`config.mk`:
```
export PLATFORM = sky130hd
export DESIGN_NAME = gbs_iou_unit
export DESIGN_NICKNAME = d
export VERILOG_FILES = /design/src/rtl/gbs_pkg.sv /design/src/rtl/gbs_iou_unit.sv
export SDC_FILE = /design/constraint.sdc
export NUM_CORES = 2
export LEC_CHECK = 0
export ABC_AREA = 1
export BUFFER_PORTS_ARGS = -buffer_cell sky130_fd_sc_hd__buf_4
export CAP_MARGIN = 20
export CORE_ASPECT_RATIO = 1.1
export CORE_MARGIN = 1.5
export CORE_UTILIZATION = 35
export CTS_BUF_LIST = sky130_fd_sc_hd__clkbuf_4 sky130_fd_sc_hd__clkbuf_8 sky130_fd_sc_hd__clkbuf_16
export CTS_CLUSTER_SIZE = 24
export DETAILED_ROUTE_END_ITERATION = 10
export PLACE_DENSITY_LB_ADDON = 0.1
export SLEW_MARGIN = 20
export SYNTH_ARGS = -nofsm -noshare
export SYNTH_HDL_FRONTEND = slang
export SYNTH_SLANG_ARGS = --single-unit
```
`constraint.sdc`:
```
create_clock -name clk -period 6.8 [get_ports clk]
set_input_delay 0.68 -clock clk [delete_from_list [all_inputs] [get_ports clk]]
set_output_delay 0.68 -clock clk [all_outputs]
set_load 0.01 [all_outputs]
```
`src/rtl/gbs_pkg.sv`:
```
// Shared widths, types and register codes for the greedy box suppression block.
`default_nettype none

package gbs_pkg;

  localparam int MAX_KEPT_DEFAULT = 64;

  localparam int COORD_W = 16;
  localparam int LEN_W   = 15;
  localparam int CLASS_W = 7;
  localparam int AREA_W  = 2 * LEN_W;
  localparam int INDEX_W = 16;
  localparam int THR_W   = 8;

  localparam int CFG_INDEX_W = 1;
  localparam int CFG_DATA_W  = 8;

  localparam logic [THR_W-1:0] THRESHOLD_RESET = 8'd115;

  typedef enum logic [CFG_INDEX_W-1:0] {
    CFG_OVERLAP_THRESHOLD = 1'b0,
    CFG_CLASS_AGNOSTIC    = 1'b1
  } cfg_reg_t;

  // Candidate box under test
  typedef struct packed {
    logic signed [COORD_W-1:0] x;
    logic signed [COORD_W-1:0] y;
    logic [LEN_W-1:0]          w;
    logic [LEN_W-1:0]          h;
    logic [CLASS_W-1:0]        cls;
  } box_t;

  // One entry of the kept store
  typedef struct packed {
    logic signed [COORD_W-1:0] left;
    logic signed [COORD_W-1:0] top;
    logic [LEN_W-1:0]          width;
    logic [LEN_W-1:0]          height;
    logic [CLASS_W-1:0]        cls;
    logic [AREA_W-1:0]         area;
  } entry_t;

  // Status of the overlap test pipeline
  typedef struct packed {
    logic busy;
    logic hit;
  } iou_status_t;

endpackage

`default_nettype wire

```
`src/rtl/gbs_iou_unit.sv`:
```
// Pipelined overlap test of the candidate box against one stored box per cycle.
`default_nettype none

module gbs_iou_unit (
  input  logic                          clk,
  input  logic                          rst,
  input  logic                          entry_valid,
  input  gbs_pkg::entry_t               entry,
  input  gbs_pkg::box_t                 box,
  input  logic [gbs_pkg::AREA_W-1:0]    box_area,
  input  logic [gbs_pkg::THR_W-1:0]     overlap_threshold,
  input  logic                          class_agnostic,
  output gbs_pkg::iou_status_t          status
);
  import gbs_pkg::*;

  localparam int UNI_W  = AREA_W + 1;
  localparam int PROD_W = THR_W + UNI_W;

  // Length of the overlap of two intervals, zero when they do not overlap
  function automatic logic [LEN_W-1:0] overlap_len(
    input logic signed [COORD_W-1:0] a0,
    input logic [LEN_W-1:0]          al,
    input logic signed [COORD_W-1:0] b0,
    input logic [LEN_W-1:0]          bl
  );
    logic signed [COORD_W+1:0] a1;
    logic signed [COORD_W+1:0] b1;
    logic signed [COORD_W+1:0] lo;
    logic signed [COORD_W+1:0] hi;
    logic signed [COORD_W+1:0] d;
    a1 = (COORD_W+2)'(a0) + $signed({3'b000, al});
    b1 = (COORD_W+2)'(b0) + $signed({3'b000, bl});
    lo = (a0 > b0) ? (COORD_W+2)'(a0) : (COORD_W+2)'(b0);
    hi = (a1 < b1) ? a1 : b1;
    d  = hi - lo;
    return (hi > lo) ? d[LEN_W-1:0] : '0;
  endfunction

  logic               v2, v3, v4, v5, hit;
  logic [LEN_W-1:0]   ow2, oh2;
  logic [AREA_W-1:0]  ka2, ka3;
  logic [AREA_W-1:0]  inter3, inter4, inter5;
  logic [UNI_W-1:0]   uni4;
  logic [PROD_W-1:0]  prod5;

  // Stage valids; if class-aware, an entry of another class drops at the first stage
  always_ff @(posedge clk) begin
    if (rst) begin
      v2  <= 1'b0;
      v3  <= 1'b0;
      v4  <= 1'b0;
      v5  <= 1'b0;
      hit <= 1'b0;
    end else begin
      v2  <= entry_valid && (class_agnostic || entry.cls == box.cls);
      v3  <= v2;
      v4  <= v3;
      v5  <= v4;
      hit <= v5 && ({1'b0, inter5, 8'd0} > prod5);
    end
  end

  // Datapath: overlap lengths, intersection, union, scaled union
  always_ff @(posedge clk) begin
    ow2    <= overlap_len(box.x, box.w, entry.left, entry.width);
    oh2    <= overlap_len(box.y, box.h, entry.top, entry.height);
    ka2    <= entry.area;
    inter3 <= AREA_W'(ow2) * AREA_W'(oh2);
    ka3    <= ka2;
    uni4   <= UNI_W'(box_area) + UNI_W'(ka3) - UNI_W'(inter3);
    inter4 <= inter3;
    prod5  <= PROD_W'(overlap_threshold) * PROD_W'(uni4);
    inter5 <= inter4;
  end

  assign status.busy = v2 | v3 | v4 | v5 | hit;
  assign status.hit  = hit;

endmodule

`default_nettype wire

```
# Yosys cells after proc, flatten, opt, wreduce, memory -nomap -nowiden

Index checks and enable logic that the tools add are counted.

Shifts and indexed selects: 0
Reductions and logical operators: 3
Divide/modulo/power cells: 0
Mux-type cells: 4
Multiply operators: 2
Bitwise logic cells: 4
Magnitude comparators: 7
Equal/unequal tests: 1
Add/subtract/negate cells: 8

Operator list:

| operator                      | count |
|---|---|
| two-way mux 18 bit            | 4 |
| adder 16 x 16 -> 17 bit       | 4 |
| > comparator 38 x 39 -> 1 bit | 1 |
| multiplier 8 x 31 -> 39 bit   | 1 |
| > comparator 18 bit           | 2 |
| less-than comparator 17 bit   | 2 |
| > comparator 16 bit           | 2 |
| adder 30 x 30 -> 31 bit       | 1 |
| subtractor 31 x 30 -> 31 bit  | 1 |
| multiplier 15 x 15 -> 30 bit  | 1 |
| subtractor 15 bit             | 2 |
| == test 7 bit                 | 1 |
| bitwise OR 1 bit              | 4 |
| logical AND 1 bit             | 2 |
| logical OR 1 bit              | 1 |

Bits in latches: 0
Memories kept: 0
Bits in registers: 255
Output and inout bits: 2
RAM bits: 0
ROM bits: 0

# Depth between registers and ports, before layout

Word-level depth: 4
Depth in mapped cells: 40

# Worst setup path before layout

Ideal clock, no wire load.

Path type: reg-to-reg
From: register ow2[0]
To: register inter3[23]
Setup slack: 1.338 ns
Period minus slack after synthesis: 5.462 ns
Setup time: 0.112 ns
Stages on the path, launching flop included: 22
Path buffers: 1
Arrival: 5.350 ns
Data required time: 6.688 ns
Cells stage by stage: dfxtp_1 > clkbuf_1 > nand2_1 > fa_1 > fa_1 > inv_1 > fa_1 > inv_1 > fa_1 > inv_1 > fa_1 > fa_1 > ha_1 > a21oi_1 > o21a_1 > o221ai_1 > a21oi_1 > o21ai_2 > nand3_1 > nand2_1 > nand2_1 > nand2_1

Cells in the longest elaborated chain, start to end: 1

RTL lines:

| element                      | line               | source |
|---|---|---|
| from (decl)                  | gbs_iou_unit.sv:41 | `logic [LEN_W-1:0] ow2, oh2;` |
| from (signal assigned)       | gbs_iou_unit.sv:66 | `ow2 <= overlap_len(box.x, box.w, entry.left, entry.width);` |
| multiplier 15 x 15 -> 30 bit | gbs_iou_unit.sv:69 | `inter3 <= AREA_W'(ow2) * AREA_W'(oh2);` |
| to (signal assigned)         | gbs_iou_unit.sv:69 |  |
| to (decl)                    | gbs_iou_unit.sv:43 | `logic [AREA_W-1:0] inter3, inter4, inter5;` |

No other way between the ends.
A chain may end at the register's enable or synchronous reset.

# Worst setup path after layout

From: register oh2[14]
To: register inter3[23]

Cells in the longest elaborated chain, start to end: 1

RTL lines:

| element                      | line               | source |
|---|---|---|
| from (decl)                  | gbs_iou_unit.sv:41 |  |
| from (signal assigned)       | gbs_iou_unit.sv:67 | `oh2 <= overlap_len(box.y, box.h, entry.top, entry.height);` |
| multiplier 15 x 15 -> 30 bit | gbs_iou_unit.sv:69 |  |

No other way between the ends.

==> out/results.ini <==
[outcome]
outcome=finished, final reports clean

[timing]
period_share_pct=90.5
worst_pin_slew_ns=0.884
fmax_mhz=162
relSlewSlack_pct=40.9
hold_viol_final=0
finalSetupViolations=0
rsz0062_at_grt=no
drv_slew=0
finalSetupTns_ns=0
finalCriticalPeriod_ns=6.16
clock_skew_ns=0.0245

[setup_path]
required_ns=7.23
crit_path_start=oh2[14]
endpoint=inter3[23]
r2r_slack_ns=0.64
max_stage_delay_ns=0.72
r2r-end=inter3[23]
critPathArrivalTime_ns=6.59
slowest_stage=dfxtp_1
critPathTopFamily=adder cells
worstReg2RegStart=oh2[14]
critPathLaunchType=flop
path_depth=20
end_kind=flop
cpMostUsedCell=fa_1
worstSetupPathType=flop to flop
critPathBufInv=4
critPathMaxFanout=11
path_cells=buf_4 -> nand2_1 -> fa_1 -> fa_1 -> inv_1 -> fa_1 -> inv_1 -> fa_1 -> inv_1 -> fa_1 -> fa_1 -> ha_1 -> nand2_1 -> o21a_1 -> o221ai_1 -> a21oi_1 -> o21ai_2 -> nand3_1 -> nand3_1 -> nand2_1
worst-r2r-cell-count=20

[logic_synthesis]
yosys.area_share.simple_pct=18.2
synth.top_cell.area_share_pct=24.4
synth.distinct_cells=59
yosysTopAreaCell=fa_1
syn_area_um2=30900
synth_seq_cells=255
synth_top_family_by_area=adder cells
synthCells=3981
yosys.area_share.xor_xnor_pct=4.33
yosys.area_share.adder_pct=39.4
syn_avg_cell_area_um2=7.75
synth-seq-area-share_pct=16.5
synth_area_leaders=fa_1 (24%), dfxtp_1 (17%), ha_1 (15%), nand2_1 (11%), inv_1 (11%)
ys.flop_type=dfxtp_1
synth_mux_area_share_pct=0
synth-compound-area-share_pct=8.86
synth_nets=4938
synth-async-reset-ratio_pct=0
yosys_warnings=0
synth_edf_count=0

[clock_tree]
numCtsBuffers=35
h-tree-depth=2
cts_tree=yes
cts_root_buf=clkbuf_16
cts_resized=0
insertion_delay_ns=0.56
post_cts_buffers=0
cts_max_path_buffers=3
cts_sinks=255
clkTransAtPathRegs_ns=0.06
cts_hold_buf=0

[die]
die_h_um=314
num_rows=114
die-area_um2=90000
io_pins=212
coreArea_um2=87600
initial_core_util_pct=35.2
die_w_um=286

[min_path]
min_path_type=input port to flop

[finish]
final_layout_size_suffix_gt1_share_pct=8.60
nets=5106
nFillCells=9315
antenna_cells=0
multiInputGateArea_um2=21900
final_cell_area_um2=34800
regArea_um2=5100
areaGrowthSynthToFinish_pct=12.7

[drt]
drt_first_pass_iters=5
vias=24800
drc=0
ant_nets=0
drt-total-wl_um=84800
initialDrtViolationCount=1161
wire_per_inst_um=15.9
post_drt_via_cell_ratio=4.64

[global_routing]
antenna_found_initial=0
grt_overflow=0
grt_pass1_vias=26100
track_usage_pct=19.1
grt_first_pass_wirelength_um=136000
grt_max_degree=33

[placed_design]
globalplace.congestion=0.874
dpl_cell_area_um2=33600
hpwl_um=72900
io_buffer_count=211

[job]
cap_violations=0

## worst reg2reg max path: stages, from the launching register on
cell	delay, ns
dfxtp_1	0.72
buf_4	0.26
nand2_1	0.08
fa_1	0.54
fa_1	0.54
inv_1	0.05
fa_1	0.54
inv_1	0.06
fa_1	0.52
inv_1	0.06
fa_1	0.50
fa_1	0.50
ha_1	0.41
nand2_1	0.13
o21a_1	0.22
o221ai_1	0.24
a21oi_1	0.12
o21ai_2	0.27
nand3_1	0.14
nand3_1	0.09
nand2_1	0.06
## per-stage QoR
stage	worst slack, ns	util, %	std cells	hold slack, ns
after global placement	0.641	38.3	5272	0.310
after detailed placement	0.617	38.3	5272	0.312
after floorplan	1.34	-	3981	0.310
final	0.643	39.7	5332	0.225
after CTS	0.633	39.7	5332	0.181
after global routing	0.396	39.7	5332	0.195
## layout make-up
type	instances	area share, %
sequential	255	14.7
timing repair buffer	233	5.03
clock inverter	19	0.741
tap	1160	4.17
multi-input combinational	2717	62.9
inverter	907	9.79
clock buffer	41	2.73
## logic make-up (layout without fill, tap and decap cells)
family	count (synthesis)	after routing
simple gates	1343	1343
fa+ha+maj	747	747
xor+xnor	151	151
buf+inv	1009	1200
compound gates	476	476
flops	255	255
## flip-flops by register name (all words and copies together) (netlist names)
register / cells
prod5: 39
inter3: 30
hit: 1
uni4: 31
v3: 1
v4: 1
inter5: 30
ow2: 15
inter4: 30
v2: 1
v5: 1
ka2: 30
oh2: 15
ka3: 30
## routing by layer
layer	track usage, %	share of wire [%]
met4	4.86	2.2
met5	0	0
met2	34.9	51
met3	2.51	3.6
met1	23.6	43
## synth_stat cells (all sizes together), types with 12 or more instances
master / count
xor2: 101
xnor2: 50
ha: 370
inv: 906
o21ai: 135
fa: 377
a21oi: 220
a21boi: 14
dfxtp: 255
clkbuf: 86
nor2: 153
nor4: 20
nand3: 150
a21o: 23
buf: 16
o21bai: 15
nand4: 23
nor3: 20
a31oi: 17
or2: 12
nand2: 955
## placed cells by master, fill, tap and decap left out, types with 6 or more instances in the layout
master,netlist,routed
o21ai_1,8,8
nand3_2,18,18
inv_1,905,905
a21boi_0,7,7
xnor2_1,50,50
nand3_1,131,131
o21a_1,10,10
nor2_1,149,149
nor4_1,20,20
nand2_4,7,7
xor2_1,99,99
clkinv_2,0,6
o211ai_1,11,11
ha_1,370,370
fa_1,377,377
o21ai_0,121,121
nor3_1,19,19
or2_2,12,12
o21bai_1,15,15
o21ai_2,6,6
dfxtp_1,255,255
buf_4,4,233
a31oi_1,17,17
nand2_1,940,940
nand2_2,8,8
a21oi_1,218,218
a21o_1,23,23
nand4_1,23,23
a21boi_1,6,6
clkbuf_16,0,36
## how the worst min path moves through the flow
stage / startpoint / to / slack (ns) / cells after the start
CTS: entry[0] / ka2[0] / 0.18 / 1
global placement: inter4[10] / inter5[10] / 0.31 / 0
finish: entry[0] / ka2[0] / 0.23 / 1
detailed placement: inter4[14] / inter5[14] / 0.31 / 0
global route: entry[9] / ka2[9] / 0.20 / 1
floorplan: inter4[0] / inter5[0] / 0.31 / 0
Power is not shown: default switching activity piles up to over one toggle a cycle in this logic, so the estimate is an artifact.
